`config.mk`:
```
export PLATFORM = sky130hd
export DESIGN_NAME = srs_ctrl
export DESIGN_NICKNAME = d
export VERILOG_FILES = /design/src/hdl/srs_pkg.sv /design/src/hdl/srs_ctrl.sv
export SDC_FILE = /design/constraint.sdc
export NUM_CORES = 1
export LEC_CHECK = 0
export BUFFER_PORTS_ARGS = -buffer_cell sky130_fd_sc_hd__buf_2
export CAP_MARGIN = 20
export CORE_MARGIN = 4
export CORE_UTILIZATION = 31
export CTS_CLUSTER_DIAMETER = 200
export DETAILED_ROUTE_END_ITERATION = 10
export HOLD_SLACK_MARGIN = 0.02
export PLACE_DENSITY_LB_ADDON = 0.3
export SYNTH_ARGS = -nofsm -noshare
export SYNTH_HDL_FRONTEND = slang
export SYNTH_SLANG_ARGS = --single-unit
```
`constraint.sdc`:
```
create_clock -name clk -period 2.85 [get_ports clk]
set_input_delay 0.57 -clock clk [delete_from_list [all_inputs] [get_ports clk]]
set_output_delay 0.57 -clock clk [all_outputs]
set_load 0.01 [all_outputs]
```
`src/hdl/srs_pkg.sv`:
```
// ---------------------------------------------------------------------------
// srs_pkg: shared types and constants of the sample rate selector
// Operation codes, command and status words between controller and
// datapath, and the layout of one rate table entry.
// ---------------------------------------------------------------------------
package srs_pkg;

	localparam int SRS_MAX_RATES = 16;

	localparam int DIV_W = 32;
	localparam int DVS_W = 7;

	localparam logic [1:0] OP_SEL  = 2'd0;
	localparam logic [1:0] OP_DONE = 2'd1;
	localparam logic [1:0] OP_LOAD = 2'd2;
	localparam logic [1:0] OP_NONE = 2'd3;

	localparam logic [1:0] CFG_SMOOTH = 2'd0;
	localparam logic [1:0] CFG_PERIOD = 2'd1;
	localparam logic [1:0] CFG_STATIC = 2'd2;
	localparam logic [1:0] CFG_COUNT  = 2'd3;

	localparam logic [6:0] RST_SMOOTH = 7'd90;
	localparam logic [6:0] RST_PERIOD = 7'd10;
	localparam logic [4:0] RST_STATIC = 5'h1f;
	localparam logic [4:0] RST_COUNT  = 5'd0;

	localparam logic [6:0] PCT_FULL   = 7'd100;
	localparam logic [7:0] FAIL_LIMIT = 8'd4;
	localparam logic [7:0] FAIL_MAX   = 8'd255;
	localparam logic [2:0] TRIES_HI   = 3'd4;
	localparam logic [2:0] TRIES_LO   = 3'd2;

	// divide by 100 as multiply by ceil(2^33 / 100), exact for sums below 2^27
	localparam int          EWMA_SHIFT = 33;
	localparam logic [26:0] PCT_RECIP  = 27'd85899346;

	localparam logic [1:0] SCAN_BEST  = 2'd0;
	localparam logic [1:0] SCAN_COUNT = 2'd1;
	localparam logic [1:0] SCAN_PICK  = 2'd2;
	localparam logic [1:0] SCAN_MATCH = 2'd3;

	localparam logic [1:0] RD_PTR = 2'd0;
	localparam logic [1:0] RD_NDX = 2'd1;
	localparam logic [1:0] RD_FB  = 2'd2;

	localparam logic [1:0] DIV_PERIOD = 2'd0;
	localparam logic [1:0] DIV_SAMPLE = 2'd1;

	localparam logic [2:0] NDX_STATIC = 3'd0;
	localparam logic [2:0] NDX_NORMAL = 3'd1;
	localparam logic [2:0] NDX_ZERO   = 3'd2;
	localparam logic [2:0] NDX_BEST   = 3'd3;
	localparam logic [2:0] NDX_PTR    = 3'd4;

	typedef struct packed {
		logic [6:0]  rate;
		logic [7:0]  hw;
		logic [7:0]  lcode;
		logic [7:0]  scode;
		logic [19:0] ideal;
	} srs_entry_t;

	typedef struct packed {
		logic [19:0] avg;
		logic [7:0]  fail;
	} srs_stat_t;

	typedef struct packed {
		logic       capture;
		logic       wr_entry;
		logic       clr_scan;
		logic       clr_ptr;
		logic       inc_ptr;
		logic       rd_en;
		logic [1:0] rd_sel;
		logic       scan_en;
		logic [1:0] scan_kind;
		logic       div_start;
		logic [1:0] div_sel;
		logic       load_pick;
		logic       inc_sample;
		logic       set_ndx;
		logic [2:0] ndx_sel;
		logic       mul;
		logic       scale;
		logic       wr_avg;
		logic       avg_sel;
		logic       inc_pkt;
		logic       latch_ndx;
		logic       emit;
	} srs_cmd_t;

	typedef struct packed {
		logic ptr_end;
		logic match;
		logic elig;
		logic pick_zero;
		logic count_zero;
		logic best_found;
		logic is_static;
		logic pkt_zero;
		logic rem_zero;
		logic div_done;
		logic avg_zero;
	} srs_sts_t;

endpackage

```
`src/hdl/srs_ctrl.sv`:
```
// ---------------------------------------------------------------------------
// srs_ctrl: controller of the sample rate selector
// Sequences table loads, table scans, divider runs, EWMA update and result assembly.
// ---------------------------------------------------------------------------
module srs_ctrl (
	input  logic              clk,
	input  logic              arst_n,
	input  logic              start,
	input  logic [1:0]        operation,
	input  srs_pkg::srs_sts_t sts,
	output srs_pkg::srs_cmd_t cmd,
	output logic              busy
);

	localparam logic [3:0] ST_IDLE     = 4'd0;
	localparam logic [3:0] ST_LOAD     = 4'd1;
	localparam logic [3:0] ST_RD       = 4'd2;
	localparam logic [3:0] ST_EV       = 4'd3;
	localparam logic [3:0] ST_DEC      = 4'd4;
	localparam logic [3:0] ST_WAIT_P   = 4'd5;
	localparam logic [3:0] ST_CEND     = 4'd6;
	localparam logic [3:0] ST_WAIT_S   = 4'd7;
	localparam logic [3:0] ST_EW_MUL   = 4'd8;
	localparam logic [3:0] ST_EW_SCALE = 4'd9;
	localparam logic [3:0] ST_EW_WR    = 4'd10;
	localparam logic [3:0] ST_F_NDX    = 4'd11;
	localparam logic [3:0] ST_F_FB     = 4'd12;
	localparam logic [3:0] ST_F_OUT    = 4'd13;

	logic [3:0] state_q;
	logic [3:0] state_d;
	logic [1:0] kind_q;
	logic [1:0] kind_d;

	always_comb begin
		cmd           = '0;
		cmd.scan_kind = kind_q;
		state_d       = state_q;
		kind_d        = kind_q;
		case (state_q)
			ST_IDLE: begin
				if (start) begin
					cmd.capture  = 1'b1;
					cmd.clr_scan = 1'b1;
					case (operation)
						srs_pkg::OP_LOAD: state_d = ST_LOAD;
						srs_pkg::OP_SEL: begin
							kind_d  = srs_pkg::SCAN_BEST;
							state_d = ST_RD;
						end
						srs_pkg::OP_DONE: begin
							kind_d  = srs_pkg::SCAN_MATCH;
							state_d = ST_RD;
						end
						default: state_d = ST_IDLE;
					endcase
				end
			end
			ST_LOAD: begin
				cmd.wr_entry = 1'b1;
				state_d      = ST_IDLE;
			end
			ST_RD: begin
				if (sts.ptr_end) begin
					case (kind_q)
						srs_pkg::SCAN_BEST:  state_d = ST_DEC;
						srs_pkg::SCAN_COUNT: state_d = ST_CEND;
						srs_pkg::SCAN_PICK: begin
							cmd.set_ndx = 1'b1;
							cmd.ndx_sel = srs_pkg::NDX_BEST;
							state_d     = ST_F_NDX;
						end
						default: state_d = ST_IDLE;
					endcase
				end else begin
					cmd.rd_en  = 1'b1;
					cmd.rd_sel = srs_pkg::RD_PTR;
					state_d    = ST_EV;
				end
			end
			ST_EV: begin
				cmd.scan_en = 1'b1;
				if (kind_q == srs_pkg::SCAN_MATCH && sts.match) begin
					state_d = ST_EW_MUL;
				end else if (kind_q == srs_pkg::SCAN_PICK && sts.elig && sts.pick_zero) begin
					cmd.set_ndx = 1'b1;
					cmd.ndx_sel = srs_pkg::NDX_PTR;
					state_d     = ST_F_NDX;
				end else begin
					cmd.inc_ptr = 1'b1;
					state_d     = ST_RD;
				end
			end
			ST_DEC: begin
				if (sts.is_static) begin
					cmd.set_ndx = 1'b1;
					cmd.ndx_sel = srs_pkg::NDX_STATIC;
					state_d     = ST_F_NDX;
				end else if (sts.pkt_zero) begin
					cmd.set_ndx = 1'b1;
					cmd.ndx_sel = srs_pkg::NDX_NORMAL;
					state_d     = ST_F_NDX;
				end else begin
					cmd.div_start = 1'b1;
					cmd.div_sel   = srs_pkg::DIV_PERIOD;
					state_d       = ST_WAIT_P;
				end
			end
			ST_WAIT_P: begin
				cmd.div_sel = srs_pkg::DIV_PERIOD;
				if (sts.div_done) begin
					if (!sts.rem_zero) begin
						cmd.set_ndx = 1'b1;
						cmd.ndx_sel = srs_pkg::NDX_NORMAL;
						state_d     = ST_F_NDX;
					end else if (!sts.best_found) begin
						cmd.set_ndx = 1'b1;
						cmd.ndx_sel = srs_pkg::NDX_ZERO;
						state_d     = ST_F_NDX;
					end else begin
						cmd.inc_sample = 1'b1;
						cmd.clr_ptr    = 1'b1;
						kind_d         = srs_pkg::SCAN_COUNT;
						state_d        = ST_RD;
					end
				end
			end
			ST_CEND: begin
				if (sts.count_zero) begin
					cmd.set_ndx = 1'b1;
					cmd.ndx_sel = srs_pkg::NDX_BEST;
					state_d     = ST_F_NDX;
				end else begin
					cmd.div_start = 1'b1;
					cmd.div_sel   = srs_pkg::DIV_SAMPLE;
					state_d       = ST_WAIT_S;
				end
			end
			ST_WAIT_S: begin
				cmd.div_sel = srs_pkg::DIV_SAMPLE;
				if (sts.div_done) begin
					cmd.load_pick = 1'b1;
					cmd.clr_ptr   = 1'b1;
					kind_d        = srs_pkg::SCAN_PICK;
					state_d       = ST_RD;
				end
			end
			ST_EW_MUL: begin
				if (sts.avg_zero) begin
					cmd.wr_avg = 1'b1;
					state_d    = ST_IDLE;
				end else begin
					cmd.mul = 1'b1;
					state_d = ST_EW_SCALE;
				end
			end
			ST_EW_SCALE: begin
				cmd.scale = 1'b1;
				state_d   = ST_EW_WR;
			end
			ST_EW_WR: begin
				cmd.avg_sel = 1'b1;
				cmd.wr_avg  = 1'b1;
				state_d     = ST_IDLE;
			end
			ST_F_NDX: begin
				cmd.rd_en   = 1'b1;
				cmd.rd_sel  = srs_pkg::RD_NDX;
				cmd.inc_pkt = 1'b1;
				state_d     = ST_F_FB;
			end
			ST_F_FB: begin
				cmd.latch_ndx = 1'b1;
				cmd.rd_en     = 1'b1;
				cmd.rd_sel    = srs_pkg::RD_FB;
				state_d       = ST_F_OUT;
			end
			ST_F_OUT: begin
				cmd.emit = 1'b1;
				state_d  = ST_IDLE;
			end
			default: state_d = ST_IDLE;
		endcase
	end

	always_ff @(posedge clk or negedge arst_n) begin
		if (!arst_n) begin
			state_q <= ST_IDLE;
			kind_q  <= srs_pkg::SCAN_BEST;
		end else begin
			state_q <= state_d;
			kind_q  <= kind_d;
		end
	end

	assign busy = state_q != ST_IDLE;

`ifndef ASSERT_OFF
	a_accept_leaves_idle: assert property (@(posedge clk) disable iff (!arst_n)
		(state_q == ST_IDLE && start && operation != srs_pkg::OP_NONE) |=> state_q != ST_IDLE)
		else $error("accepted word did not start work");
	a_emit_returns_idle: assert property (@(posedge clk) disable iff (!arst_n)
		cmd.emit |=> (state_q == ST_IDLE && !busy))
		else $error("result emitted without return to idle");
	a_match_updates: assert property (@(posedge clk) disable iff (!arst_n)
		(state_q == ST_EV && kind_q == srs_pkg::SCAN_MATCH && sts.match) |=> state_q == ST_EW_MUL)
		else $error("matching entry not updated");
	a_div_wait: assert property (@(posedge clk) disable iff (!arst_n)
		cmd.div_start |=> (state_q == ST_WAIT_P || state_q == ST_WAIT_S))
		else $error("divider started without wait");
`endif

endmodule

```
### Word level (Yosys, flattened, before mapping)

Cells that the tools add are included.

| cells by class | value |
|---|---|
| div/mod/pow operators | 0 |
| add/subtract/negate cells | 0 |
| multiply operators | 0 |
| reductions and logical operators | 11 |
| mux-type cells | 63 |
| magnitude comparators | 0 |
| shifts and indexed selects | 0 |
| equal/unequal tests | 24 |
| bitwise operators | 0 |

Operators by type and width:

| kind | number |
|---|---|
| $mux W4 | 21 |
| $pmux W4 S11 | 1 |
| $eq A4 B4 Y1 const B | 6 |
| $mux W1 | 21 |
| $pmux W4 S5 | 1 |
| $eq A4 B3 Y1 const B | 4 |
| $mux W3 | 4 |
| $pmux W2 S3 | 2 |
| $pmux W4 S3 | 1 |
| $mux W2 | 5 |
| $ne A2 B2 Y1 const B | 5 |
| $pmux W3 S3 | 1 |
| $eq A4 B2 Y1 const B | 2 |
| $pmux W2 S2 | 2 |
| $reduce_and A7 Y1 | 1 |
| $eq A2 B2 Y1 const B | 3 |
| $pmux W1 S2 | 3 |
| $mux W5 | 1 |
| $eq A2 B1 Y1 const B | 2 |
| $eq A4 B1 Y1 const B | 1 |
| $logic_not A2 Y1 | 2 |
| $logic_not A4 Y1 | 1 |
| $reduce_bool A4 Y1 | 1 |
| $logic_and A1 B1 Y1 | 3 |
| 4 further kinds | 4 |

| word-level totals | value |
|---|---|
| memories kept | 0 |
| memory bits (read-only) | 0 |
| flip-flop bits (word level) | 6 |
| input bits | 16 |
| bits in latches | 0 |
| bits in writable memories | 0 |
| word-level logic and storage cells | 100 |
| output and inout port bits | 28 |

### Depth between registers and ports, before layout

| depth | value |
|---|---|
| depth in word-level cells | 6 |
| mapped depth | 6 |

### Least setup slack after synthesis

Ideal clock, no wire load.

| path | value |
|---|---|
| path type | flip-flop to output port |
| from | reg state_q[1] |
| to | out cmd[26] in the netlist's numbering |
| slack | 832 ps |
| required time | 2280 ps |
| arrival | 1448 ps |
| cell stages (with the launch flop) | 5 |
| path through | dfrtp_1 buf_2 or4_4 nor2_1 buf_4 |

RTL lines:

| element | RTL line | source |
|---|---|---|
| from (decl) | srs_ctrl.sv:30 | `logic [3:0] state_q;` |
| from (signal assigned) | srs_ctrl.sv:191 | `state_q <= state_d;` |
| to (decl) | srs_ctrl.sv:11 | `output srs_pkg::srs_cmd_t cmd,` |

==> run summary <==
Outcome -> completed
Pwr/cell area -> 765 mW/mm²
NetSw -> 457 µW
Drt drc -> 0
Number of H-tree levels -> 1
Layout net count -> 191
Die Wd -> 63.0 µm
Root buffer cell -> clkbuf_4
Ys async rst share -> 100%
Critical path data required time -> 2280 ps
Worst setup path class -> reg2out
Layout cells sized above 1 -> 31.1%
Hold Buf Count CTS -> 0
Vias per inst -> 5.48
Critical Path End Type -> primary output
Mean post-synth cell area -> 7.00 µm²
Cts bufs inserted -> 3
Total Wirelength -> 2770 µm
Top Ports -> 44
Core Box Area -> 0.00283 mm²
Leakage -> 0.000573 µW
Post-DR wirelength/cell -> 14.0 µm
Hold slack -> 143 ps
Total congestion overflow -> 0
Detailed Routing Iterations Pass 1 -> 4
Comb pwr share -> 64.0%
Antenna Nets Post-Route -> 0
Most frequent cells in the layout -> buf_2, nor2_1, nand2_1
Slowest stage delay, CP -> 750 ps
Worst skew pair latency -> 240 ps
Rel. slew slack -> 56.9%
Sum Neg Setup Slack -> 0 ps
Clk buf depth -> 2
Global-route wire length before repair -> 4420 µm
Std-Cell Rows -> 19
Final Util -> 40.7%
Commonest non-fill, non-tap cell in the layout -> buf_2
Clock sink count -> 6
Post-synth cell types -> 44
Hpwl dp -> 2220 µm
Vias in the first global route -> 969
Fin crit period -> 2510 ps
Non-filler cells, final -> 198
Post_cts resized -> 0
Number of diodes -> 0
Total GRT Usage -> 13.0%
Final worst path period share -> 88.2%
Clock transition at path regs -> 50 ps
Via Count -> 1086
VDD IR-drop max -> 248 µV
Synth warn -> 0
Initial antenna violation count -> 0
Setup Skew -> 4.36 ps
Crit path launch type -> flop
Slowest stage cell, crit path -> dfrtp_1
Sequential share of power -> 27.3%
Post-CTS Repair Setup Buffers -> 0
Register bit total from synthesis -> 6
Die footprint -> 0.00397 mm²
Pin count of the biggest net entering global routing -> 26
Final Max Tran Viols -> 0
Crit-path cells -> nand4bb_1, or2_2, o21ai_0, buf_2
CTS tree -> yes
Final hold vios -> 0
Synth Net Count -> 156
Cells after DPL -> 195
Post-Syn Area -> 938 µm²
Initial DRC Count -> 34
Max-cap viol count -> 0
Final Setup Violations -> 0
Post-Syn Instances -> 134
Main synth FF type -> dfrtp_1
Port bufs -> 42
Net Sw Frac -> 51.9%
RSZ-0062 raised after global routing -> no
Transition time of the tightest slew-check pin -> 646 ps
Area Growth Syn to Fin -> 22.7%
Max frequency -> 398 MHz
Starting Density -> 33.2%
Routability cong. -> 0.917
Die Span Y -> 63.0 µm
Min-delay worst type -> in2async
Pint -> 424 µW
EDFF count, synth -> 0
Worst-path maximum fanout -> 25
Crit path arrival time -> 1940 ps
Sequential area share after synthesis -> 16.0%
Clock Power Share -> 8.8%
[layout make-up]
class	count	area, µm²
inverter	9	33.8
fill	287	1680
tap	31	38.8
multi-input combinational	106	688
sequential	6	150
clock buffer	3	22.5
timing repair buffer	43	218
[final timing paths]
path,start,endpoint,slack [ps],cells after the start
max,state_q[2],cmd[8],340,4
min,arst_n,state_q[1],140,1
max reg2reg,state_q[0],kind_q[0],770,4
min reg2reg,kind_q[0],kind_q[0],660,1
max in group asynchronous,arst_n,kind_q[1],2560,1
min in group clk,sts[1],state_q[0],570,2
[cells by family (layout without fill, tap and decap cells)]
kind of cell,after synthesis,in the layout,share of synthesized area [%]
mux,2,2,2.40
buf+inv,22,55,10.7
other cells,1,1,0.400
compound gates,32,32,24.5
fa+ha+maj,6,6,8.00
flops,6,6,16.0
simple gates,65,65,38.0
[Yosys cell counts (all sizes together), types with 3 or more instances]
master,n,area [µm²]
buf,6,40.0
nor2,17,63.8
nand3b,4,30.0
a21oi,4,20.0
ha,6,75.1
clkbuf,7,26.3
nand2,10,37.5
nor3,7,35.0
nand2b,7,43.8
dfrtp,6,150
a31oi,3,18.8
o21ai,5,25.0
nand3,4,20.0
inv,8,30.0
o22ai,4,25.0
[worst max-delay path: cells and delay by family (launching register included)]
family / cells / cell delay (ps)
DFF: 1 / 750
AOI/OAI and AO/OA: 1 / 160
and+or+nand+nor: 2 / 630
buffers and inverters: 1 / 150
[layer usage]
metal  wire, µm  vias to the layer above  global-route usage, %
met4         23                        0                   3.31
met1       1230                      493                   17.7
met2       1270                       45                   20.7
met5          0                        -                      0
li1           -                      546                      -
met3        247                        2                   2.70
[through the flow]
stage	cell area, µm²	worst slack (ps)	power (µW)
4_1_cts	1150	346	883
5_1_grt	1150	161	965
3_5_place_dp	1130	614	800
3_3_place_gp	1130	652	797
2_1_floorplan	938	832	644
6_report	1150	336	881
[power by group through the flow]
stage / registers [µW] / logic (µW) / clock network (µW)
after floorplan: 155 / 489 / 0
after global placement: 235 / 562 / 0
after detailed placement: 239 / 561 / 0
after CTS: 239 / 564 / 80.3
after global routing: 254 / 623 / 88.3
final: 240 / 563 / 77.2
[registers in the layout, summed over array words and instances (netlist names)]
signal and cells:
kind_q 2, state_q 4
(Power assumes the default switching activity.)
