===== config.mk =====
export PLATFORM = sky130hd
export DESIGN_NAME = srs_dp
export DESIGN_NICKNAME = d
export VERILOG_FILES = /design/src/hdl/srs_pkg.sv /design/src/hdl/srs_div.sv /design/src/hdl/srs_dp.sv
export SDC_FILE = /design/constraint.sdc
export NUM_CORES = 2
export LEC_CHECK = 0
export BUFFER_PORTS_ARGS = -buffer_cell sky130_fd_sc_hd__buf_2
export CORE_MARGIN = 5
export CORE_UTILIZATION = 35
export CTS_BUF_LIST = sky130_fd_sc_hd__clkbuf_8
export DETAILED_ROUTE_END_ITERATION = 7
export PLACE_DENSITY = 0.55
export SLEW_MARGIN = 10
export SYNTH_ARGS = -nofsm -noshare
export SYNTH_HDL_FRONTEND = slang
export SYNTH_SLANG_ARGS = --single-unit
export TNS_END_PERCENT = 30

===== constraint.sdc =====
create_clock -name clk -period 9.3 [get_ports clk]
set_input_delay 1.395 -clock clk [delete_from_list [all_inputs] [get_ports clk]]
set_output_delay 1.395 -clock clk [all_outputs]
set_load 0.05 [all_outputs]

===== src/hdl/srs_pkg.sv =====
// ---------------------------------------------------------------------------
// srs_pkg: shared types and constants of the sample rate selector
// Operation codes, command and status words between controller and
// datapath, and the layout of one rate table entry.
// ---------------------------------------------------------------------------
package srs_pkg;

	localparam int SRS_MAX_RATES = 16;

	localparam int DIV_W = 32;
	localparam int DVS_W = 7;

	localparam logic [1:0] OP_SEL  = 2'd0;
	localparam logic [1:0] OP_DONE = 2'd1;
	localparam logic [1:0] OP_LOAD = 2'd2;
	localparam logic [1:0] OP_NONE = 2'd3;

	localparam logic [1:0] CFG_SMOOTH = 2'd0;
	localparam logic [1:0] CFG_PERIOD = 2'd1;
	localparam logic [1:0] CFG_STATIC = 2'd2;
	localparam logic [1:0] CFG_COUNT  = 2'd3;

	localparam logic [6:0] RST_SMOOTH = 7'd90;
	localparam logic [6:0] RST_PERIOD = 7'd10;
	localparam logic [4:0] RST_STATIC = 5'h1f;
	localparam logic [4:0] RST_COUNT  = 5'd0;

	localparam logic [6:0] PCT_FULL   = 7'd100;
	localparam logic [7:0] FAIL_LIMIT = 8'd4;
	localparam logic [7:0] FAIL_MAX   = 8'd255;
	localparam logic [2:0] TRIES_HI   = 3'd4;
	localparam logic [2:0] TRIES_LO   = 3'd2;

	// divide by 100 as multiply by ceil(2^33 / 100), exact for sums below 2^27
	localparam int          EWMA_SHIFT = 33;
	localparam logic [26:0] PCT_RECIP  = 27'd85899346;

	localparam logic [1:0] SCAN_BEST  = 2'd0;
	localparam logic [1:0] SCAN_COUNT = 2'd1;
	localparam logic [1:0] SCAN_PICK  = 2'd2;
	localparam logic [1:0] SCAN_MATCH = 2'd3;

	localparam logic [1:0] RD_PTR = 2'd0;
	localparam logic [1:0] RD_NDX = 2'd1;
	localparam logic [1:0] RD_FB  = 2'd2;

	localparam logic [1:0] DIV_PERIOD = 2'd0;
	localparam logic [1:0] DIV_SAMPLE = 2'd1;

	localparam logic [2:0] NDX_STATIC = 3'd0;
	localparam logic [2:0] NDX_NORMAL = 3'd1;
	localparam logic [2:0] NDX_ZERO   = 3'd2;
	localparam logic [2:0] NDX_BEST   = 3'd3;
	localparam logic [2:0] NDX_PTR    = 3'd4;

	typedef struct packed {
		logic [6:0]  rate;
		logic [7:0]  hw;
		logic [7:0]  lcode;
		logic [7:0]  scode;
		logic [19:0] ideal;
	} srs_entry_t;

	typedef struct packed {
		logic [19:0] avg;
		logic [7:0]  fail;
	} srs_stat_t;

	typedef struct packed {
		logic       capture;
		logic       wr_entry;
		logic       clr_scan;
		logic       clr_ptr;
		logic       inc_ptr;
		logic       rd_en;
		logic [1:0] rd_sel;
		logic       scan_en;
		logic [1:0] scan_kind;
		logic       div_start;
		logic [1:0] div_sel;
		logic       load_pick;
		logic       inc_sample;
		logic       set_ndx;
		logic [2:0] ndx_sel;
		logic       mul;
		logic       scale;
		logic       wr_avg;
		logic       avg_sel;
		logic       inc_pkt;
		logic       latch_ndx;
		logic       emit;
	} srs_cmd_t;

	typedef struct packed {
		logic ptr_end;
		logic match;
		logic elig;
		logic pick_zero;
		logic count_zero;
		logic best_found;
		logic is_static;
		logic pkt_zero;
		logic rem_zero;
		logic div_done;
		logic avg_zero;
	} srs_sts_t;

endpackage


===== src/hdl/srs_div.sv =====
// ---------------------------------------------------------------------------
// srs_div: iterative unsigned divider
// Restoring division, one quotient bit per cycle, remainder out.
// ---------------------------------------------------------------------------
module srs_div (
	input  logic                         clk,
	input  logic                         arst_n,
	input  logic                         start,
	input  logic [srs_pkg::DIV_W-1:0]    dividend,
	input  logic [srs_pkg::DVS_W-1:0]    divisor,
	output logic                         done,
	output logic [srs_pkg::DVS_W-1:0]    remainder
);

	localparam int CNT_W = $clog2(srs_pkg::DIV_W);

	logic                      busy_q;
	logic                      done_q;
	logic [CNT_W-1:0]          cnt_q;
	logic [srs_pkg::DIV_W-1:0] quo_q;
	logic [srs_pkg::DVS_W-1:0] rem_q;
	logic [srs_pkg::DVS_W-1:0] dvs_q;
	logic [srs_pkg::DVS_W:0]   trial;
	logic [srs_pkg::DVS_W:0]   diff;
	logic                      fits;

	always_comb begin
		trial = {rem_q, quo_q[srs_pkg::DIV_W-1]};
		fits  = trial >= {1'b0, dvs_q};
		diff  = trial - {1'b0, dvs_q};
	end

	always_ff @(posedge clk or negedge arst_n) begin
		if (!arst_n) begin
			busy_q <= 1'b0;
			done_q <= 1'b0;
			cnt_q  <= '0;
		end else begin
			done_q <= 1'b0;
			if (start) begin
				busy_q <= 1'b1;
				cnt_q  <= '0;
			end else if (busy_q) begin
				cnt_q <= cnt_q + 1'b1;
				if (cnt_q == CNT_W'(srs_pkg::DIV_W - 1)) begin
					busy_q <= 1'b0;
					done_q <= 1'b1;
				end
			end
		end
	end

	always_ff @(posedge clk) begin
		if (start) begin
			quo_q <= dividend;
			rem_q <= '0;
			dvs_q <= divisor;
		end else if (busy_q) begin
			quo_q <= {quo_q[srs_pkg::DIV_W-2:0], fits};
			rem_q <= fits ? diff[srs_pkg::DVS_W-1:0] : trial[srs_pkg::DVS_W-1:0];
		end
	end

	assign done      = done_q;
	assign remainder = rem_q;

endmodule


===== src/hdl/srs_dp.sv =====
// ---------------------------------------------------------------------------
// srs_dp: datapath of the sample rate selector
// Configuration registers, rate table and statistics memories, scan
// registers, counters, EWMA arithmetic and the result register.
// ---------------------------------------------------------------------------
module srs_dp #(
	parameter int MAX_RATES = srs_pkg::SRS_MAX_RATES
) (
	input  logic              clk,
	input  logic              arst_n,
	input  logic              cfg_we,
	input  logic [1:0]        cfg_index,
	input  logic [6:0]        cfg_data,
	input  logic              short_preamble,
	input  logic [3:0]        entry_index,
	input  logic [6:0]        entry_rate,
	input  logic [7:0]        entry_hw_index,
	input  logic [7:0]        entry_code,
	input  logic [7:0]        entry_short_code,
	input  logic [19:0]       entry_ideal_time,
	input  logic [19:0]       done_time,
	input  logic              done_failed,
	input  srs_pkg::srs_cmd_t cmd,
	output srs_pkg::srs_sts_t sts,
	output logic              done,
	output logic [3:0]        chosen_index,
	output logic [7:0]        hw_index,
	output logic [7:0]        rate_code,
	output logic [2:0]        first_tries,
	output logic [7:0]        fallback_code
);

	localparam int IW = (MAX_RATES > 1) ? $clog2(MAX_RATES) : 1;
	localparam int CW = $clog2(MAX_RATES + 1);

	logic [6:0] smooth_q;
	logic [6:0] period_q;
	logic [4:0] static_q;
	logic [4:0] count_cfg_q;

	logic        in_short_q;
	logic [3:0]  in_eidx_q;
	logic [6:0]  in_rate_q;
	logic [7:0]  in_hw_q;
	logic [7:0]  in_code_q;
	logic [7:0]  in_scode_q;
	logic [19:0] in_ideal_q;
	logic [19:0] in_time_q;
	logic        in_failed_q;

	srs_pkg::srs_entry_t tab_mem [MAX_RATES];
	srs_pkg::srs_stat_t  stat_mem [MAX_RATES];
	logic [MAX_RATES-1:0] vld_q;
	srs_pkg::srs_entry_t rd_tab_q;
	srs_pkg::srs_stat_t  rd_stat_q;
	logic                rd_vld_q;
	srs_pkg::srs_stat_t  stat;

	logic [CW-1:0] n;
	logic [CW-1:0] ptr_q;
	logic [IW-1:0] addr;
	logic [IW-1:0] best_q;
	logic [19:0]   best_t_q;
	logic          best_found_q;
	logic [IW-1:0] free_q;
	logic          free_found_q;
	logic [CW-1:0] count_q;
	logic [CW-1:0] pick_q;
	logic [IW-1:0] ndx_q;
	logic [31:0]   packets_q;
	logic [31:0]   sample_q;
	logic          is_static;
	logic          elig;
	logic          load_ok;

	logic [6:0]  s_clamp;
	logic [26:0] prod_a_q;
	logic [26:0] prod_b_q;
	logic [53:0] ewma_q;
	logic [srs_pkg::DIV_W-1:0] div_dividend;
	logic [srs_pkg::DVS_W-1:0] div_divisor;
	logic                      div_done;
	logic [srs_pkg::DVS_W-1:0] div_rem;
	logic [19:0] new_avg;
	logic [7:0]  new_fail;

	logic [7:0] ndx_hw_q;
	logic [7:0] ndx_long_q;
	logic [7:0] ndx_short_q;
	logic       done_q;
	logic [3:0] chosen_q;
	logic [7:0] hw_q;
	logic [7:0] code_q;
	logic [2:0] tries_q;
	logic [7:0] fb_q;

	always_ff @(posedge clk or negedge arst_n) begin
		if (!arst_n) begin
			smooth_q    <= srs_pkg::RST_SMOOTH;
			period_q    <= srs_pkg::RST_PERIOD;
			static_q    <= srs_pkg::RST_STATIC;
			count_cfg_q <= srs_pkg::RST_COUNT;
		end else if (cfg_we) begin
			case (cfg_index)
				srs_pkg::CFG_SMOOTH: smooth_q <= cfg_data;
				srs_pkg::CFG_PERIOD: period_q <= cfg_data;
				srs_pkg::CFG_STATIC: static_q <= cfg_data[4:0];
				srs_pkg::CFG_COUNT:  count_cfg_q <= cfg_data[4:0];
				default: ;
			endcase
		end
	end

	always_ff @(posedge clk) begin
		if (cmd.capture) begin
			in_short_q  <= short_preamble;
			in_eidx_q   <= entry_index;
			in_rate_q   <= entry_rate;
			in_hw_q     <= entry_hw_index;
			in_code_q   <= entry_code;
			in_scode_q  <= entry_short_code;
			in_ideal_q  <= entry_ideal_time;
			in_time_q   <= done_time;
			in_failed_q <= done_failed;
		end
	end

	always_comb begin
		if (32'(count_cfg_q) > 32'(MAX_RATES))
			n = CW'(MAX_RATES);
		else
			n = CW'(count_cfg_q);
		case (cmd.rd_sel)
			srs_pkg::RD_PTR: addr = ptr_q[IW-1:0];
			srs_pkg::RD_NDX: addr = ndx_q;
			srs_pkg::RD_FB:  addr = best_found_q ? best_q : '0;
			default:         addr = ptr_q[IW-1:0];
		endcase
		load_ok   = 32'(in_eidx_q) < 32'(MAX_RATES);
		is_static = !static_q[4];
		stat      = rd_vld_q ? rd_stat_q : '0;
		elig      = best_found_q && (ptr_q[IW-1:0] != best_q) &&
			(rd_tab_q.ideal < best_t_q) && (stat.fail < srs_pkg::FAIL_LIMIT);
		s_clamp   = (smooth_q > srs_pkg::PCT_FULL) ? srs_pkg::PCT_FULL : smooth_q;
		new_avg   = cmd.avg_sel ? ewma_q[srs_pkg::EWMA_SHIFT+19:srs_pkg::EWMA_SHIFT]
			: in_time_q;
		if (!in_failed_q)
			new_fail = '0;
		else if (stat.fail == srs_pkg::FAIL_MAX)
			new_fail = srs_pkg::FAIL_MAX;
		else
			new_fail = stat.fail + 8'd1;
	end

	always_ff @(posedge clk) begin
		if (cmd.wr_entry && load_ok)
			tab_mem[IW'(in_eidx_q)] <= '{rate: in_rate_q, hw: in_hw_q, lcode: in_code_q,
				scode: in_scode_q, ideal: in_ideal_q};
		if (cmd.rd_en)
			rd_tab_q <= tab_mem[addr];
	end

	always_ff @(posedge clk) begin
		if (cmd.wr_avg)
			stat_mem[ptr_q[IW-1:0]] <= '{avg: new_avg, fail: new_fail};
		if (cmd.rd_en) begin
			rd_stat_q <= stat_mem[addr];
			rd_vld_q  <= vld_q[addr];
		end
	end

	always_ff @(posedge clk or negedge arst_n) begin
		if (!arst_n)
			vld_q <= '0;
		else if (cmd.wr_avg)
			vld_q[ptr_q[IW-1:0]] <= 1'b1;
	end

	// scan bookkeeping
	always_ff @(posedge clk or negedge arst_n) begin
		if (!arst_n) begin
			ptr_q        <= '0;
			best_q       <= '0;
			best_t_q     <= '0;
			best_found_q <= 1'b0;
			free_q       <= '0;
			free_found_q <= 1'b0;
			count_q      <= '0;
			pick_q       <= '0;
			ndx_q        <= '0;
			packets_q    <= '0;
			sample_q     <= '0;
		end else begin
			if (cmd.clr_scan) begin
				ptr_q        <= '0;
				best_found_q <= 1'b0;
				free_found_q <= 1'b0;
				count_q      <= '0;
			end else if (cmd.clr_ptr) begin
				ptr_q <= '0;
			end else if (cmd.inc_ptr) begin
				ptr_q <= ptr_q + 1'b1;
			end
			if (cmd.scan_en) begin
				case (cmd.scan_kind)
					srs_pkg::SCAN_BEST: begin
						if (stat.avg != '0 && (!best_found_q || stat.avg < best_t_q)) begin
							best_q       <= ptr_q[IW-1:0];
							best_t_q     <= stat.avg;
							best_found_q <= 1'b1;
						end
						if (stat.fail == '0) begin
							free_q       <= ptr_q[IW-1:0];
							free_found_q <= 1'b1;
						end
					end
					srs_pkg::SCAN_COUNT: begin
						if (elig)
							count_q <= count_q + 1'b1;
					end
					srs_pkg::SCAN_PICK: begin
						if (elig && pick_q != '0)
							pick_q <= pick_q - 1'b1;
					end
					default: ;
				endcase
			end
			if (cmd.load_pick)
				pick_q <= CW'(div_rem);
			if (cmd.set_ndx) begin
				case (cmd.ndx_sel)
					srs_pkg::NDX_STATIC: begin
						if (32'(static_q[3:0]) >= 32'(MAX_RATES - 1))
							ndx_q <= IW'(MAX_RATES - 1);
						else
							ndx_q <= IW'(static_q[3:0]);
					end
					srs_pkg::NDX_NORMAL: begin
						if (best_found_q)
							ndx_q <= best_q;
						else if (free_found_q)
							ndx_q <= free_q;
						else
							ndx_q <= '0;
					end
					srs_pkg::NDX_BEST: ndx_q <= best_q;
					srs_pkg::NDX_PTR:  ndx_q <= ptr_q[IW-1:0];
					default:           ndx_q <= '0;
				endcase
			end
			if (cmd.inc_pkt && !is_static)
				packets_q <= packets_q + 32'd1;
			if (cmd.inc_sample)
				sample_q <= sample_q + 32'd1;
		end
	end

	always_ff @(posedge clk) begin
		if (cmd.mul) begin
			prod_a_q <= 27'(stat.avg) * 27'(s_clamp);
			prod_b_q <= 27'(in_time_q) * 27'(srs_pkg::PCT_FULL - s_clamp);
		end
		if (cmd.scale)
			ewma_q <= 54'(28'(prod_a_q) + 28'(prod_b_q)) * 54'(srs_pkg::PCT_RECIP);
	end

	always_comb begin
		case (cmd.div_sel)
			srs_pkg::DIV_SAMPLE: begin
				div_dividend = sample_q;
				div_divisor  = 7'(count_q);
			end
			default: begin
				div_dividend = packets_q;
				div_divisor  = (period_q == '0) ? 7'd1 : period_q;
			end
		endcase
	end

	srs_div u_div (
		.clk       (clk),
		.arst_n    (arst_n),
		.start     (cmd.div_start),
		.dividend  (div_dividend),
		.divisor   (div_divisor),
		.done      (div_done),
		.remainder (div_rem)
	);

	always_ff @(posedge clk) begin
		if (cmd.latch_ndx) begin
			ndx_hw_q    <= rd_tab_q.hw;
			ndx_long_q  <= rd_tab_q.lcode;
			ndx_short_q <= rd_tab_q.scode;
		end
		if (cmd.emit) begin
			chosen_q <= 4'(ndx_q);
			hw_q     <= ndx_hw_q;
			code_q   <= (is_static || !in_short_q) ? ndx_long_q : ndx_short_q;
			if (is_static || (best_found_q && ndx_q == best_q))
				tries_q <= srs_pkg::TRIES_HI;
			else
				tries_q <= srs_pkg::TRIES_LO;
			if (!best_found_q || rd_tab_q.hw != ndx_hw_q)
				fb_q <= rd_tab_q.scode;
			else
				fb_q <= '0;
		end
	end

	always_ff @(posedge clk or negedge arst_n) begin
		if (!arst_n)
			done_q <= 1'b0;
		else
			done_q <= cmd.emit;
	end

	always_comb begin
		sts.ptr_end    = ptr_q >= n;
		sts.match      = rd_tab_q.rate == in_rate_q;
		sts.elig       = elig;
		sts.pick_zero  = pick_q == '0;
		sts.count_zero = count_q == '0;
		sts.best_found = best_found_q;
		sts.is_static  = is_static;
		sts.pkt_zero   = packets_q == '0;
		sts.rem_zero   = div_rem == '0;
		sts.div_done   = div_done;
		sts.avg_zero   = stat.avg == '0;
	end

	assign done          = done_q;
	assign chosen_index  = chosen_q;
	assign hw_index      = hw_q;
	assign rate_code     = code_q;
	assign first_tries   = tries_q;
	assign fallback_code = fb_q;

endmodule


Word level (Yosys, flattened, before mapping). Memory sizes are Yosys's and may differ from the RTL's. A register that Yosys moved wholly into a read port is not among the register bits. Index checks and enable logic that the tools add are counted. W data, S select, Z words.

Word-level logic and storage cells: 184. Output and inout port bits: 43. RAM bits: 1264. Input port bits: 116. Register bits after elaboration: 446. Memories: 2.

Memory list: tab_mem (depth 16, bits a word 51, rd ports 1, clocked after memory_dff 1, wr ports 1, line srs_dp.sv:51) `srs_pkg::srs_entry_t tab_mem [MAX_RATES];`; stat_mem (depth 16, bits a word 28, rd ports 1, clocked after memory_dff 1, wr ports 1, line srs_dp.sv:52) `srs_pkg::srs_stat_t stat_mem [MAX_RATES];`.

Magnitude comparators: 11. Reduce and logical (&&, ||, !) cells: 40. Add/sub/neg operators: 10. Equality and inequality tests: 17. Bitwise operators: 1. Multiply operators: 3. Mux-type cells: 55.

Operator list (number): $mux W32 (3); $mux W5 (16); $add A32 B1 Y32 const B (2); $mul A28 B26 Y52 const B (1); $lt A20 B20 Y1 (2); $logic_not A32 Y1 (1); $add A27 B27 Y28 (1); $mux W28 (1); $mul A20 B7 Y27 (1); $mul A21 B8 Y27 (1); $mux W8 (3); $logic_not A20 Y1 (1); $mux W1 (20); $mux W20 (1); $reduce_bool A20 Y1 (1); $mux W4 (4); $or A16 B16 Y16 (1); $pmux W4 S4 (1); $add A5 B1 Y5 const B (3); $logic_not A7 Y1 (2); $mux W7 (2); $logic_not A5 Y1 (2); $lt A4 B5 Y1 const B (2); $reduce_and A3 Y1 (3); other kinds (37) (62).

Longest topological paths before layout.
Depth in word-level cells: 9. Gate-level depth with buffers: 36. Gate-level depth less buffers: 36.

Cells and area by module. From an unflattened synthesis, not the netlist that was laid out.

Cell total of the unflattened synthesis: 5894. Area total of the unflattened synthesis: 90892.2 um2.

By module, submodules not included: srs_dp (cells each 5687, area each 88195.8 um2, times used 1); srs_div (cells each 207, area each 2696.3 um2, times used 1).

Least setup slack after synthesis. Ideal clock, no wire load.

Kind: flip-flop to flip-flop. From: register prod_a_q[0]. To: register ewma_q[47] (data pin). Library setup time: 0.263 ns. Cell stages (with the launch flop): 32. Path slack: 0.831 ns. Arrival time: 8.205 ns. Data required time: 9.037 ns. Cell sequence: edfxtp_1 ha_1 fa_1 a21o_1 a21oi_1 o21ai_0 a21boi_0 o21bai_1 o211ai_1 nand3_1 xor2_1 inv_1 xnor2_1 fa_1 fa_1 fa_1 fa_1 fa_1 inv_1 fa_1 inv_1 ha_1 nand3_1 nor3_1 a221o_1 a211o_1 o311ai_4 a21oi_2 a21o_4 o41ai_4 o221ai_2 xor2_1.

Longest elaborated chain between the ends: 2.

Ends and longest elaborated chain: start, declared (line srs_dp.sv:77) `logic [26:0] prod_a_q;`; start signal, assigned (line srs_dp.sv:260) `prod_a_q <= 27'(stat.avg) * 27'(s_clamp);`; $add A27 B27 Y28 (line srs_dp.sv:264) `ewma_q <= 54'(28'(prod_a_q) + 28'(prod_b_q)) * 54'(srs_pkg::PCT_RECIP);`; $mul A28 B26 Y52 (line srs_dp.sv:264); end signal, assigned (line srs_dp.sv:264); end, declared (line srs_dp.sv:79) `logic [53:0] ewma_q;`.

No other way between the ends. A chain may end at the register's enable or synchronous reset.

Final worst setup path. Same ends and word-level chain as after synthesis.

==> results.sh <==
export IMPL_die_h_um=518
export IMPL_tritoncts="yes"
export IMPL_fin_util=0.395
export IMPL_critPathCaptureType="flip-flop"
export IMPL_setup_violations_final=0
export IMPL_skew_ns=0.181
export IMPL_synth_seq_cells=1756
export IMPL_placed_cell_area_mm2=0.0958
export IMPL_pin_count=159
export IMPL_antenna_found_initial=17
export IMPL_cts_htree_levels=5
export IMPL_grt_pass1_vias=53600
export IMPL_cp_slowest_stage_delay_ns=0.58
export IMPL_synth_distinct_cells=86
export IMPL_initial_core_util=0.352
export IMPL_antenna_left=0
export IMPL_slew_headroom=0.227
export IMPL_maxCapViolCount=0
export IMPL_drc=0
export IMPL_synth_cells=5883
export IMPL_synth_edff_count=1588
export IMPL_outcome="finished clean"
export IMPL_root_buffer="clkbuf_8"
export IMPL_synth_ff_type="edfxtp_1"
export IMPL_tightest_slew_ns=1.16
export IMPL_firstDrtPassIters=5
export IMPL_cts_buffers=313
export IMPL_clkSinkCount=1756
export IMPL_min_period_over_period=0.969
export IMPL_place_ws_ns=-0.129
export IMPL_period_needed_ns=9.01
export IMPL_hpwl_um=144000
export IMPL_timing_fmax_ghz=0.111
export IMPL_syn_area_per_cell_um2=15.4
export IMPL_finalWirelength_um=227000
export IMPL_grt_max_degree=139
export IMPL_reg2reg_from="prod_a_q[0]$_DFFE_PP_"
export IMPL_ys_seq_area_frac=0.574
export IMPL_drv_slew=0
export IMPL_crit_top_cell="fa_1"
export IMPL_dieArea_mm2=0.269
export IMPL_num_rows=186
export IMPL_grt_overflow_total=0
export IMPL_fp_dieW_um=518
export IMPL_synth_cell_area_mm2=0.0904
export IMPL_yosysWarnings=0
export IMPL_startpoint="prod_a_q[0]$_DFFE_PP_"
export IMPL_clk_pin_slew_ns=0.06
export IMPL_gp_congestion=0.867
export IMPL_vias_per_cell=5.05
export IMPL_nNetsFinal=7342
export IMPL_io_buffer_count=157
export IMPL_critPathLaunchType="flip-flop"
export IMPL_first_iter_violations=3376
export IMPL_fin_area_mm2=0.101
export IMPL_async_reset_ff_frac=0.0917
export IMPL_avgRoutedWirePerCell_um=23.0
export IMPL_clockBufferDepth=4
export IMPL_grt_pass1_wl_um=340000
export IMPL_holdCritStartpoint="rd_tab_q[28]$_DFFE_PP_"
export IMPL_finalHoldViolations=0
export IMPL_cp_arrival_ns=9.72
export IMPL_setup_slack_ns=0.288
export IMPL_holdWs_ns=0.375
export IMPL_grt_use_total=0.167
export IMPL_required_ns=10.01
export IMPL_layout_drive_gt1_share=0.174
export IMPL_worst_path_max_fanout=5
export IMPL_core_mm2=0.257
export IMPL_clock_latency_ns=1.08
export IMPL_slowest_stage="fa_1"
export IMPL_vias=49800
export IMPL_area_growth_pct=12.2
export IMPL_hold_path_class="flip-flop to flip-flop"
export IMPL_crit_type="flip-flop to flip-flop"
==> critical path: cells and delay by family, from the launching register on <==
family                     cells  cell delay (ns)
adders and majority gates     10             4.25
AOI/OAI and AO/OA             13             3.03
buffers and inverters          4             0.45
DFF                            1             0.36
xor gates and xnor gates       2             0.36
and+or+nand+nor                3             0.32
==> logic make-up (layout without fill, tap and decap cells) <==
logic type / Yosys count / in the layout / share of synthesized area
buffers and inverters: 895 / 1467 / 0.0380
other: 2 / 30 / 0.0000830
adders and majority gates: 954 / 954 / 0.170
xor gates and xnor gates: 202 / 202 / 0.0196
and+or+nand+nor: 976 / 976 / 0.0547
muxes: 525 / 525 / 0.103
DFF: 1756 / 1756 / 0.574
AOI/OAI and AO/OA: 573 / 573 / 0.0410
==> layout by cell type (no fill, tap or decap), types with 10 or more instances in the layout <==
cell and count:
buf_4 101, o21ai_1 11, a21oi_1 219, o21a_1 11, nand2_1 263, and2_1 116, buf_2 154, ha_1 500
fa_1 454, and4_1 11, nand2b_1 25, xor2_1 69, o21bai_1 14, clkbuf_8 325, conb_1 21, o21ai_0 69
dfrtp_1 150, clkinv_2 27, mux2i_1 129, xnor2_1 126, or2_2 22, a211oi_1 96, nor4_1 19, edfxtp_1 1588
mux2_2 63, inv_1 779, nor2_1 161, nor2_4 24, dfstp_2 11, clkinv_1 54, mux4_2 320, nand3_1 56
a21boi_0 10, nand4_1 31, and3_1 64, nor2b_1 112, mux2_1 12, nor3_1 28, a21o_1 45
==> registers in the layout (all words and copies together) (netlist names), 16 cells and up <==
register	count
best_t_q	20
prod_a_q	27
packets_q	32
rd_tab_q	51
ewma_q	20
u_div.quo_q	32
vld_q	16
rd_stat_q	28
in_ideal_q	20
prod_b_q	27
tab_mem	816
sample_q	32
stat_mem	448
in_time_q	20
==> worst paths after layout <==
check	slack (ns)	endpoint	cells after the start
setup / recovery	0.29	ewma_q[47]$_DFFE_PP_	32
hold / removal	0.37	ndx_long_q[0]$_DFFE_PP_	0
setup reg to reg	0.29	ewma_q[47]$_DFFE_PP_	32
hold reg to reg	0.37	ndx_long_q[0]$_DFFE_PP_	0
max in group asynchronous	7.24	best_t_q[6]$_DFFE_PN0P_	2
min in group asynchronous	0.51	u_div.busy_q$_DFF_PN0_	1
==> synth_stat cells, types with 64 or more instances <==
library cell	instances	share of area
edfxtp_1	1588	0.53
clkbuf_1	142	0.0059
a21oi_1	225	0.012
nor2b_1	112	0.0077
o21ai_0	71	0.0039
a211oi_1	96	0.0080
nand2_1	263	0.011
and2_1	116	0.0080
fa_1	454	0.10
inv_1	686	0.028
xnor2_1	132	0.013
mux2i_1	130	0.014
xor2_1	70	0.0068
mux4_2	320	0.080
nor2_1	185	0.0077
ha_1	500	0.069
dfrtp_1	150	0.042
and3_1	64	0.0044
==> routing by layer <==
layer,up-vias,GRT usage,share of wire
met2,1129,0.286,0.50
met1,26100,0.222,0.44
li1,22200,-,-
met5,-,0,0
met3,341,0.0257,0.044
met4,0,0.0426,0.022
==> what timing repair did <==
action	in CTS	in global routing
endpoints found under the hold margin	0	0
setup endpoints to repair	2	14
gates resized for setup	1	22
pin swaps	0	4
hold buffers	0	0
buffers inserted	0	3
==> per-stage QoR <==
step,cells,TNS (ns)
6_report,9867,0
3_5_place_dp,9338,-0.225
2_1_floorplan,5902,0
5_1_grt,9861,-0.0313
3_3_place_gp,9338,0
4_1_cts,9855,0
==> area by class of cell <==
cell class	instances	area, um2
clock buffers	325	4470
diodes	9	22.5
multi-input cells	3251	35600
repair buffers	264	1700
clock inverters	192	982
well taps	3384	4230
fillers	23900	155000
flip-flops and latches	1756	51900
inverters	686	2570
Power is not shown: default switching activity piles up to over one toggle a cycle in this logic, so the estimate is an artifact.
